## config.mk

```make
export PLATFORM = sky130hd
export DESIGN_NAME = image_max_normalizer_unit_flat
export DESIGN_NICKNAME = d
export VERILOG_FILES = /design/src/sv/imn_pkg.sv /design/src/sv/imn_if.sv /design/src/sv/imn_div.sv /design/src/sv/image_max_normalizer_unit.sv /design/src/flat_wrapper.sv
export SDC_FILE = /design/constraint.sdc
export NUM_CORES = 1
export LEC_CHECK = 0
export BUFFER_PORTS_ARGS = -buffer_cell sky130_fd_sc_hd__buf_2
export CAP_MARGIN = 5
export CORE_AREA = 10 10 164 166
export CTS_CLUSTER_SIZE = 20
export DETAILED_ROUTE_END_ITERATION = 8
export DIE_AREA = 0 0 174 176
export PLACE_DENSITY = 0.85
export SLEW_MARGIN = 25
export SYNTH_ARGS = -nofsm -noshare
export SYNTH_HDL_FRONTEND = slang
export SYNTH_SLANG_ARGS = --single-unit
```

## constraint.sdc

```tcl
create_clock -name clk_i -period 15.8 [get_ports clk_i]
set_clock_uncertainty 0.15 [all_clocks]
set_input_delay 0 -clock clk_i [delete_from_list [all_inputs] [get_ports clk_i]]
set_output_delay 0 -clock clk_i [all_outputs]
set_load 0.005 [all_outputs]
```

## src/sv/imn_pkg.sv

```systemverilog
`timescale 1ns / 1ps
// Shared types and constants of the image max normalizer.
// No dependencies; every other file refers to it by scoped names.

package imn_pkg;

  // Fixed field widths of the channels
  localparam int unsigned PIX_FIELD_W = 16;
  localparam int unsigned CFG_W       = 16;
  localparam int unsigned QUO_W       = 16;

  // Reset value of the target intensity register
  localparam logic [CFG_W-1:0] CFG_RESET = 16'd255;

  // Pass codes carried in cmd
  localparam logic CMD_MEASURE = 1'b0;
  localparam logic CMD_SCALE   = 1'b1;

  // Top level sequencer
  typedef enum logic [1:0] {
    ST_IDLE,
    ST_MUL,
    ST_DIV,
    ST_OUT
  } imn_state_e;

  // Divider control from the sequencer
  typedef struct packed {
    logic load;   // take a new product
    logic step;   // one quotient bit
    logic first;  // first step: judge overflow
  } imn_div_ctrl_t;

endpackage

```

## src/sv/imn_if.sv

```systemverilog
`timescale 1ns / 1ps
// Valid/ready channel interfaces: pixel input, normalized output, config write.
// Depends on imn_pkg for field widths.

interface imn_in_if;
  logic                               valid;
  logic                               ready;
  logic                               cmd;
  logic [imn_pkg::PIX_FIELD_W-1:0]    pixel;
  logic                               last;

  modport source (output valid, output cmd, output pixel, output last, input ready);
  modport sink   (input valid, input cmd, input pixel, input last, output ready);
endinterface

interface imn_out_if;
  logic                               valid;
  logic                               ready;
  logic [imn_pkg::QUO_W-1:0]          out_pixel;
  logic                               out_last;
  logic                               zero_max;

  modport source (output valid, output out_pixel, output out_last, output zero_max,
                  input ready);
  modport sink   (input valid, input out_pixel, input out_last, input zero_max,
                  output ready);
endinterface

interface imn_cfg_if;
  logic                               valid;
  logic                               ready;
  logic [imn_pkg::CFG_W-1:0]          target_max;

  modport source (output valid, output target_max, input ready);
  modport sink   (input valid, input target_max, output ready);
endinterface

```

## src/sv/imn_div.sv

```systemverilog
`timescale 1ns / 1ps
// Radix-2 restoring divider: one quotient bit per step, dividend shifted MSB first.
// Depends on imn_pkg for the quotient width and the control struct.

module imn_div #(
  parameter int unsigned PIX_W = 16
) (
  input  logic                                 clk_i,
  input  imn_pkg::imn_div_ctrl_t               ctrl_i,
  input  logic [PIX_W+imn_pkg::QUO_W-1:0]      prod_i,
  input  logic [PIX_W-1:0]                     dvs_i,
  output logic [imn_pkg::QUO_W-1:0]            quo_o,
  output logic                                 sat_o
);

  localparam int unsigned QW = imn_pkg::QUO_W;

  logic [PIX_W-1:0] rem_q;
  logic [QW-1:0]    dvd_q;
  logic [QW-1:0]    quo_q;
  logic             sat_q;

  logic [PIX_W:0]   trial;
  logic [PIX_W:0]   diff;
  logic             ge;

  // Trial subtract of the partial remainder with the next dividend bit
  assign trial = {rem_q, dvd_q[QW-1]};
  assign diff  = trial - {1'b0, dvs_i};
  assign ge    = (trial >= {1'b0, dvs_i});

  // Shift registers; quotient bits enter at the LSB
  always_ff @(posedge clk_i) begin
    if (ctrl_i.load) begin
      rem_q <= prod_i[PIX_W+QW-1:QW];
      dvd_q <= prod_i[QW-1:0];
    end else if (ctrl_i.step) begin
      rem_q <= ge ? diff[PIX_W-1:0] : trial[PIX_W-1:0];
      dvd_q <= {dvd_q[QW-2:0], 1'b0};
      quo_q <= {quo_q[QW-2:0], ge};
      // upper product half at or above the divisor: quotient exceeds QW bits
      if (ctrl_i.first) begin
        sat_q <= (rem_q >= dvs_i);
      end
    end
  end

  assign quo_o = quo_q;
  assign sat_o = sat_q;

endmodule

```

## src/sv/image_max_normalizer_unit.sv

```systemverilog
`timescale 1ns / 1ps
// Top level of the image max normalizer: peak tracking, multiplier, sequencer.
// Depends on imn_pkg, the channel interfaces in imn_if and the divider imn_div.
//
// Usage: the image is streamed twice on in_i. Items with cmd = 0 (measure pass)
// update the running peak in the cycle of transfer and give no result; they
// can be transferred back to back. Items with cmd = 1 (scale pass) each give
// one result on out_o: target_max * pixel / peak, truncated, saturated to
// all ones, or 0 with zero_max set when the peak is zero. The scale item with
// last set clears the peak for the next image. From transfer to result, a
// scale item passes ST_MUL (the product is loaded into the divider), ST_DIV
// (the bit-serial divider, one quotient bit per step) and ST_OUT (the output
// register is loaded); in_i.ready is low until ST_OUT is left, so no new item
// is taken meanwhile. The output register lets the next item start while a
// result waits; if the receiver stalls, the next result holds in the divider
// until the output register frees. cfg_i is always ready; the user is to
// write it only while the block is idle; the block does not enforce it. Reset
// sets target_max to 255, clears the peak and empties the output register.

module image_max_normalizer_unit #(
  parameter int unsigned PIXEL_BITS = 16
) (
  input  logic          clk_i,
  input  logic          rst_ni,
  imn_cfg_if.sink       cfg_i,
  imn_in_if.sink        in_i,
  imn_out_if.source     out_o
);

  localparam int unsigned PixW  = (PIXEL_BITS < imn_pkg::PIX_FIELD_W) ?
                                  PIXEL_BITS : imn_pkg::PIX_FIELD_W;
  localparam int unsigned QW    = imn_pkg::QUO_W;
  localparam int unsigned ProdW = imn_pkg::CFG_W + PixW;
  localparam int unsigned CntW  = $clog2(QW);

  imn_pkg::imn_state_e      state_q, state_d;
  imn_pkg::imn_div_ctrl_t   div_ctrl;

  logic [imn_pkg::CFG_W-1:0] target_q;
  logic [PixW-1:0]           peak_q, peak_d;
  logic [PixW-1:0]           pix_q;
  logic [PixW-1:0]           dvs_q;
  logic                      last_q;
  logic                      zero_q;
  logic [CntW-1:0]           cnt_q, cnt_d;

  logic                      out_valid_q, out_valid_d;
  logic [QW-1:0]             out_pixel_q;
  logic                      out_last_q;
  logic                      out_zero_q;
  logic                      out_load;

  logic                      in_xfer;
  logic                      scale_xfer;
  logic [PixW-1:0]           pix_in;
  logic [ProdW-1:0]          prod;
  logic [QW-1:0]             quo;
  logic                      sat;

  assign cfg_i.ready = 1'b1;
  assign in_i.ready  = (state_q == imn_pkg::ST_IDLE);
  assign in_xfer     = in_i.valid && in_i.ready;
  assign scale_xfer  = in_xfer && (in_i.cmd == imn_pkg::CMD_SCALE);
  assign pix_in      = in_i.pixel[PixW-1:0];

  // Config register
  always_ff @(posedge clk_i or negedge rst_ni) begin
    if (!rst_ni) begin
      target_q <= imn_pkg::CFG_RESET;
    end else if (cfg_i.valid && cfg_i.ready) begin
      target_q <= cfg_i.target_max;
    end
  end

  // Running peak: raised on measure items, cleared by the last scale item
  always_comb begin
    peak_d = peak_q;
    if (in_xfer) begin
      if (in_i.cmd == imn_pkg::CMD_MEASURE) begin
        if (pix_in > peak_q) begin
          peak_d = pix_in;
        end
      end else if (in_i.last) begin
        peak_d = '0;
      end
    end
  end

  always_ff @(posedge clk_i or negedge rst_ni) begin
    if (!rst_ni) begin
      peak_q <= '0;
    end else begin
      peak_q <= peak_d;
    end
  end

  // Operands of a scale item, peak captured before it is cleared
  always_ff @(posedge clk_i) begin
    if (scale_xfer) begin
      pix_q  <= pix_in;
      dvs_q  <= peak_q;
      last_q <= in_i.last;
      zero_q <= (peak_q == '0);
    end
  end

  // Product goes straight into the divider registers
  assign prod = ProdW'(target_q) * ProdW'(pix_q);

  imn_div #(
    .PIX_W (PixW)
  ) u_div (
    .clk_i  (clk_i),
    .ctrl_i (div_ctrl),
    .prod_i (prod),
    .dvs_i  (dvs_q),
    .quo_o  (quo),
    .sat_o  (sat)
  );

  // Sequencer
  always_comb begin
    state_d  = state_q;
    cnt_d    = cnt_q;
    div_ctrl = '0;
    out_load = 1'b0;
    unique case (state_q)
      imn_pkg::ST_IDLE: begin
        if (scale_xfer) begin
          state_d = imn_pkg::ST_MUL;
        end
      end
      imn_pkg::ST_MUL: begin
        div_ctrl.load = 1'b1;
        cnt_d         = '0;
        state_d       = imn_pkg::ST_DIV;
      end
      imn_pkg::ST_DIV: begin
        div_ctrl.step  = 1'b1;
        div_ctrl.first = (cnt_q == '0);
        cnt_d          = cnt_q + 1'b1;
        if (cnt_q == CntW'(QW - 1)) begin
          state_d = imn_pkg::ST_OUT;
        end
      end
      imn_pkg::ST_OUT: begin
        if (!out_valid_q || out_o.ready) begin
          out_load = 1'b1;
          state_d  = imn_pkg::ST_IDLE;
        end
      end
      default: begin
        state_d = imn_pkg::ST_IDLE;
      end
    endcase
  end

  always_ff @(posedge clk_i or negedge rst_ni) begin
    if (!rst_ni) begin
      state_q <= imn_pkg::ST_IDLE;
      cnt_q   <= '0;
    end else begin
      state_q <= state_d;
      cnt_q   <= cnt_d;
    end
  end

  // Output register
  always_comb begin
    out_valid_d = out_valid_q;
    if (out_load) begin
      out_valid_d = 1'b1;
    end else if (out_o.ready) begin
      out_valid_d = 1'b0;
    end
  end

  always_ff @(posedge clk_i or negedge rst_ni) begin
    if (!rst_ni) begin
      out_valid_q <= 1'b0;
    end else begin
      out_valid_q <= out_valid_d;
    end
  end

  always_ff @(posedge clk_i) begin
    if (out_load) begin
      out_pixel_q <= zero_q ? '0 : (sat ? '1 : quo);
      out_last_q  <= last_q;
      out_zero_q  <= zero_q;
    end
  end

  assign out_o.valid     = out_valid_q;
  assign out_o.out_pixel = out_pixel_q;
  assign out_o.out_last  = out_last_q;
  assign out_o.zero_max  = out_zero_q;

endmodule

```

## src/flat_wrapper.sv

```systemverilog
// flat-port wrapper written by rule: the top's interface ports become plain ports
module image_max_normalizer_unit_flat 
#(
  parameter int unsigned PIXEL_BITS = 16
)
  (clk_i, rst_ni, cfg_i_valid, cfg_i_target_max, cfg_i_ready, in_i_valid, in_i_cmd, in_i_pixel, in_i_last, in_i_ready, out_o_valid, out_o_out_pixel, out_o_out_last, out_o_zero_max, out_o_ready);
  imn_cfg_if cfg_i_i ();
  imn_in_if in_i_i ();
  imn_out_if out_o_i ();
  input  logic clk_i;
  input  logic rst_ni;
  input wire logic [$bits(cfg_i_i.valid)-1:0] cfg_i_valid;
  input wire logic [$bits(cfg_i_i.target_max)-1:0] cfg_i_target_max;
  output wire logic [$bits(cfg_i_i.ready)-1:0] cfg_i_ready;
  input wire logic [$bits(in_i_i.valid)-1:0] in_i_valid;
  input wire logic [$bits(in_i_i.cmd)-1:0] in_i_cmd;
  input wire logic [$bits(in_i_i.pixel)-1:0] in_i_pixel;
  input wire logic [$bits(in_i_i.last)-1:0] in_i_last;
  output wire logic [$bits(in_i_i.ready)-1:0] in_i_ready;
  output wire logic [$bits(out_o_i.valid)-1:0] out_o_valid;
  output wire logic [$bits(out_o_i.out_pixel)-1:0] out_o_out_pixel;
  output wire logic [$bits(out_o_i.out_last)-1:0] out_o_out_last;
  output wire logic [$bits(out_o_i.zero_max)-1:0] out_o_zero_max;
  input wire logic [$bits(out_o_i.ready)-1:0] out_o_ready;
  assign cfg_i_i.valid = cfg_i_valid;
  assign cfg_i_i.target_max = cfg_i_target_max;
  assign cfg_i_ready = cfg_i_i.ready;
  assign in_i_i.valid = in_i_valid;
  assign in_i_i.cmd = in_i_cmd;
  assign in_i_i.pixel = in_i_pixel;
  assign in_i_i.last = in_i_last;
  assign in_i_ready = in_i_i.ready;
  assign out_o_valid = out_o_i.valid;
  assign out_o_out_pixel = out_o_i.out_pixel;
  assign out_o_out_last = out_o_i.out_last;
  assign out_o_zero_max = out_o_i.zero_max;
  assign out_o_i.ready = out_o_ready;
  image_max_normalizer_unit #(.PIXEL_BITS(PIXEL_BITS)) u_core (.clk_i(clk_i), .rst_ni(rst_ni), .cfg_i(cfg_i_i), .in_i(in_i_i), .out_o(out_o_i));
endmodule
```

==> results of run 1 <==
[final cells by class]
class,instances,area [µm²]
antenna,1,2.50
clock buffer,17,425
clock inverter,15,193
fill,1582,6690
inverter,284,1070
multi-input combinational,1074,10300
sequential,140,4020
tap,324,405
timing repair buffer,98,681
[through the flow]
step	area, µm²	utilization, %	setup slack, ps
5_1_grt	17100	71.9	8590
2_1_floorplan	15700	-	9510
3_5_place_dp	16100	67.8	9080
6_report	17100	71.9	8910
3_3_place_gp	16100	67.8	9220
4_1_cts	17100	71.9	9010
[per-layer routing]
metal  routed length, µm  up-vias  share of wire, %  GRT usage [%]
li1                    -     5124                 -              -
met1               14300     5801                36           31.3
met2               20200      629                51           46.9
met3                3410      160               8.6           5.06
met4                1680        0               4.2           12.0
met5                   0        -                 0              0
[flip-flops by register name, summed over array words and instances (netlist names)]
name,count
u_core.state_q,2
u_core.cnt_q,4
u_core.out_o.out_pixel,16
u_core.target_q,16
u_core.peak_q,16
u_core.out_o.out_last,1
u_core.out_o.valid,1
u_core.pix_q,16
u_core.zero_q,1
u_core.u_div.rem_q,16
u_core.u_div.quo_o,16
u_core.last_q,1
u_core.u_div.dvd_q,16
u_core.dvs_q,16
u_core.out_o.zero_max,1
u_core.u_div.sat_o,1
[path summary, 6_finish.rpt]
check                            startpoint                     end  slack, ps  cells past startpoint
setup / recovery           u_core.pix_q[10]  u_core.u_div.rem_q[14]       8910                     20
min in group asynchronous            rst_ni         u_core.cnt_q[2]         50                      3
setup reg to reg           u_core.pix_q[10]  u_core.u_div.rem_q[14]       8910                     20
hold / removal                   in_i_valid       u_core.state_q[1]          3                      4
max in group asynchronous            rst_ni       u_core.peak_q[10]      15010                      3
hold reg to reg               u_core.last_q   u_core.out_o.out_last        270                      0
[layout by cell type (no fill, tap or decap), drive strengths merged, types with 39 or more instances in the layout]
master	instances
inv	293
ha	158
mux2i	41
nand2	187
fa	195
a21oi	39
a21o	44
and2	120
nor2	55
edfxtp	101
buf	62
[kinds of logic (layout without fill, tap and decap cells)]
kind of cell	Yosys count	count (layout)	share of synthesized area (%)
other	1	2	0.0240
muxes	75	75	5.09
buffers and inverters	340	414	8.27
adders and majority gates	353	353	37.6
AOI/OAI and AO/OA	173	173	7.82
DFF	140	140	25.7
xor gates and xnor gates	38	38	2.13
and+or+nand+nor	434	434	13.4
[worst max-delay path, cell delays in order, from the launching register on]
cell and delay, ps:
edfxtp_1 660, and2_1 280, fa_1 640, inv_1 100, fa_1 560, inv_1 60, fa_1 490, fa_1 430
fa_1 490, inv_1 50, fa_1 520, inv_1 50, ha_1 360, a21oi_1 170, o21ai_0 190, a2111oi_4 460
o31ai_4 130, a31oi_1 360, o21ai_0 180, xnor2_1 180, mux2i_1 100
==> flow_metrics.env, run 1 <==
export IMPL_syn_num_nets=1946
export IMPL_rsz0062_at_grt="false"
export IMPL_clk_latency_ps=440
export IMPL_status="finished clean"
export IMPL_ys_ff_latch=140
export IMPL_layout_nets=2007
export IMPL_cts_tree="built"
export IMPL_cp_max_fo=16
export IMPL_synth_top_area_share_pct=24.9
export IMPL_synth_top_area_cell="fa_1"
export IMPL_antenna_found_initial=1
export IMPL_synth_edf_count=101
export IMPL_whs_ps=3.10
export IMPL_synthCells=1554
export IMPL_critPathCaptureType="flop"
export IMPL_synth_area_per_cell_um2=10.1
export IMPL_fp_dieH_um=176
export IMPL_ys_top_cells_by_area="fa_1 25%, edfxtp_1 19%, ha_1 13%"
export IMPL_netlist_area_um2=15700
export IMPL_cts_buffers=17
export IMPL_viasPerCell=6.00
export IMPL_synth_ff_type="edfxtp_1"
export IMPL_drv_cap=0
export IMPL_period_needed_ps=6890
export IMPL_place_congestion=0.949
export IMPL_yosysMostFrequentCell="inv_1"
export IMPL_grt_pass1_wl_mm=65.5
export IMPL_cts_buffer_depth=2
export IMPL_drive_gt1_share_pct=8.97
export IMPL_fin_crit_sh_pct=43.6
export IMPL_drcViolationCount=0
export IMPL_die_area_um2=30600
export IMPL_ys_types=68
export IMPL_clk_pin_slew_ps=70
export IMPL_via_count=11714
export IMPL_cts_sinks=140
export IMPL_io_buffers=58
export IMPL_root_buffer="clkbuf_16"
export IMPL_setup_viol=0
export IMPL_dp_hpwl_mm=28.3
export IMPL_postCtsSetupRepairBufs=0
export IMPL_areaGrowthSynthToFinish_pct=9.44
export IMPL_startpoint_type="flop"
export IMPL_setup_tns_ps=0
export IMPL_ys_warnings_count=0
export IMPL_path_class="flop to flop"
export IMPL_drv_slew=0
export IMPL_core_area_um2=23800
export IMPL_synth_seq_area_share_pct=25.7
export IMPL_io_pins=60
export IMPL_synth_common_cells="284 x inv_1, 195 x fa_1, 187 x nand2_1, 158 x ha_1, 120 x and2_1"
export IMPL_ys_async_sr_fraction_pct=27.9
export IMPL_worstPathRequired_ps=15810
export IMPL_worst_pin_slew_ps=996
export IMPL_instances_no_fill=1953
export IMPL_rows=57
export IMPL_wl_per_cell_um=20.3
export IMPL_hold_viol=0
export IMPL_initial_core_util_pct=65.7
export IMPL_dp_cells=1884
export IMPL_grt_pass1_vias=12806
export IMPL_cts_resized=0
export IMPL_max_clock_freq_mhz=145
export IMPL_drt_total_wl_mm=39.6
export IMPL_die_w_um=174
export IMPL_ant_nets=0
export IMPL_grt_overflow=0
export IMPL_min_path_type="input pin to flop"
export IMPL_h_tree_depth=4
export IMPL_arrival_ps=6910
export IMPL_grt_max_degree=42
export IMPL_slew_headroom_pct=33.6
export IMPL_firstDrtPassIters=6
export IMPL_grt_total_usage_pct=26.7
export IMPL_initialDrtViolationCount=1231
export IMPL_postCtsHoldBufs=36
Power of run 1 is left out: the tool's default activity adds up to more than one toggle a clock period on the data nets, which glitch-free logic cannot reach.
==> run 2: changes to the inputs <==
- ABC_AREA: not set -> 1
- CORE_AREA: 10 10 164 166 -> 10 10 173 175
- DIE_AREA: 0 0 174 176 -> 0 0 183 185
- PLACE_DENSITY: 0.85 -> 0.82
- clock period: 15.8 -> 6.95 ns (I/O delays scaled with it)
==> run 2 against run 1 <==
Critical path depth is the same. Worst setup slack lost 8100 ps. Core utilization shrank 2.4 points. Die area grew 11%. Critical path type unchanged. Count of clock-buffer cells in the layout is the same. Fmax grew 11%. Cell count grew 31%.
==> flow_metrics.env, run 2 <==
export IMPL_status="finished clean"
export IMPL_ys_top_cells_by_area="fa_1 23%, edfxtp_1 18%, nand2_1 14%"
export IMPL_final_cell_mix="629 x nand2_1, 539 x inv_1, 195 x fa_1, 158 x ha_1, 103 x nor2_1"
export IMPL_holdPathStages=2
export IMPL_synth_edf_count=101
export IMPL_grt_pass1_wl_mm=74.8
export IMPL_grt_overflow=0
export IMPL_cp_endpoint="u_core.u_div.rem_q[0]"
export IMPL_grt_max_degree=44
export IMPL_ys_ff_latch=140
export IMPL_core_area_um2=26600
export IMPL_multi_input_area_um2=10500
export IMPL_synth_top_area_cell="fa_1"
export IMPL_crit_path_start="u_core.target_q[7]"
export IMPL_synth_top_area_share_pct=23.1
export IMPL_synth_area_per_cell_um2=7.86
export IMPL_fp_dieH_um=185
export IMPL_setup_tns_ps=0
export IMPL_ys_async_sr_fraction_pct=27.9
export IMPL_grt_pass1_vias=14575
export IMPL_rr_worst_depth=20
export IMPL_clk_pin_slew_ps=80
export IMPL_io_pins=60
export IMPL_final_common_cell="nand2_1"
export IMPL_setup_viol=0
export IMPL_die_w_um=183
export IMPL_firstDrtPassIters=6
export IMPL_ant_nets=0
export IMPL_wl_per_cell_um=17.7
export IMPL_place_congestion=0.982
export IMPL_yosysMostFrequentCell="nand2_1"
export IMPL_synth_common_cells="629 x nand2_1, 539 x inv_1, 195 x fa_1, 158 x ha_1, 104 x nor2_1"
export IMPL_area_sequential_um2=4020
export IMPL_reg2reg_slack_ps=760
export IMPL_synth_ff_type="edfxtp_1"
export IMPL_drcViolationCount=0
export IMPL_min_path_type="input pin to flop"
export IMPL_min_delay_start="in_i_last"
export IMPL_fin_crit_sh_pct=89.0
export IMPL_drive_gt1_share_pct=7.31
export IMPL_clk_latency_ps=440
export IMPL_rows=60
export IMPL_cts_resized=0
export IMPL_ys_types=40
export IMPL_arrival_ps=6210
export IMPL_antenna_found_initial=0
export IMPL_cp_max_fo=17
export IMPL_cpMostUsedCell="fa_1"
export IMPL_critPathCaptureType="flop"
export IMPL_crit_path_max_incr_delay_ps=790
export IMPL_worst_pin_slew_ps=994
export IMPL_initialDrtViolationCount=1387
export IMPL_io_buffers=58
export IMPL_postCtsSetupRepairBufs=0
export IMPL_ys_warnings_count=0
export IMPL_cts_buffers=17
export IMPL_synthCells=2148
export IMPL_slew_headroom_pct=33.5
export IMPL_viasPerCell=5.46
export IMPL_whs_ps=153
export IMPL_slowest_stage="dfstp_2"
export IMPL_dp_hpwl_mm=33.9
export IMPL_synth_seq_area_share_pct=23.8
export IMPL_initial_core_util_pct=63.5
export IMPL_drt_total_wl_mm=45.2
export IMPL_startpoint_type="flop"
export IMPL_grt_total_usage_pct=27.9
export IMPL_drv_cap=0
export IMPL_hold_viol=0
export IMPL_timing_rr_end="u_core.u_div.rem_q[0]"
export IMPL_worstPathRequired_ps=6970
export IMPL_drv_slew=0
export IMPL_cts_buffer_depth=2
export IMPL_layout_nets=2595
export IMPL_max_clock_freq_mhz=162
export IMPL_cts_tree="built"
export IMPL_areaGrowthSynthToFinish_pct=9.46
export IMPL_root_buffer="clkbuf_16"
export IMPL_placed_cell_area_um2=17300
export IMPL_netlist_area_um2=16900
export IMPL_antennaDiodeCount=0
export IMPL_via_count=13951
export IMPL_r2r_start="u_core.target_q[7]"
export IMPL_syn_num_nets=2540
export IMPL_rsz0062_at_grt="false"
export IMPL_cts_sinks=140
export IMPL_path_cells="nand2_1 > fa_1 > inv_1 > fa_1 > inv_1 > fa_1 > inv_1 > fa_1 > fa_1 > inv_1 > fa_1 > inv_1 > ha_1 > nand2_1 > nor2_1 > and2_1 > a21oi_1 > and2_1 > o21ai_0 > nand2_1"
export IMPL_h_tree_depth=4
export IMPL_n_fill_cell=2061
export IMPL_final_area_um2=18500
export IMPL_die_area_um2=33900
export IMPL_period_needed_ps=6190
export IMPL_path_class="flop to flop"
==> run 2: cell types whose count changed in the layout (fill, tap and decap cells not counted), moves of 11 or more <==
cell           change
a21o_1            -43
a21oi_1           +17
and2_1           -113
dlygate4sd3_1     +19
inv_1            +255
mux2_2            -17
mux2i_1           -41
nand2_1          +442
nand2_2           +18
nand3_1           +75
nand3b_1          +14
nor2_1            +48
xnor2_1           -11
==> run 2: worst min-delay path by stage <==
| stage | end | slack, ps |
|---|---|---|
| floorplan | u_core.cnt_q[0] | -450 |
| global placement | u_core.last_q | 60 |
| detailed placement | u_core.cnt_q[0] | -100 |
| CTS | u_core.last_q | 150 |
| global route | u_core.last_q | 160 |
| finish | u_core.last_q | 150 |
==> run 2: logic make-up (layout without fill, tap and decap cells) <==
logic type                 Yosys count  after routing  synth area share, %
other                                1              1               0.0222
AOI/OAI and AO/OA                   91             91                 2.82
DFF                                140            140                 23.8
and+or+nand+nor                    900            900                 22.2
xor gates and xnor gates            20             20                 1.04
muxes                               16             16                 1.07
buffers and inverters              627            695                 14.2
adders and majority gates          353            353                 34.8
==> run 2: layer usage <==
metal	track usage (%)	part of all wire, %
met1	35.6	39
met2	46.3	48
met3	4.90	8.9
met4	11.3	3.8
met5	0	0
==> run 2: critical path, delay by kind of cell (launching register included) <==
kind                       cells  cell delay (ps)
adders and majority gates      7             3490
buffers and inverters          5              260
and+or+nand+nor                6              890
AOI/OAI and AO/OA              2              330
DFF                            1              790
==> run 2: per-stage QoR <==
step | instances | utilization [%] | setup slack, ps
floorplan | 2148 | - | 1070
global placement | 2470 | 65.1 | 784
detailed placement | 2470 | 65.1 | 797
finish | 2557 | 69.5 | 761
global route | 2557 | 69.5 | 493
CTS | 2557 | 69.5 | 787
==> run 2: timing repair <==
| action | CTS | global route |
|---|---|---|
| hold buffers | 55 | 0 |
| endpoints found under the hold margin | 91 | 0 |
| endpoints found under the setup margin | 0 | 0 |
==> run 2: layout make-up <==
| type | count | share of cell area (%) |
|---|---|---|
| Inverter | 541 | 11.0 |
| Sequential cell | 140 | 21.7 |
| Timing Repair Buffer | 122 | 4.93 |
| Tap cell | 341 | 2.31 |
| Clock buffer | 17 | 2.30 |
| Multi-Input combinational cell | 1381 | 56.7 |
| Clock inverter | 15 | 1.05 |
Power of run 2 is left out for the same reason.
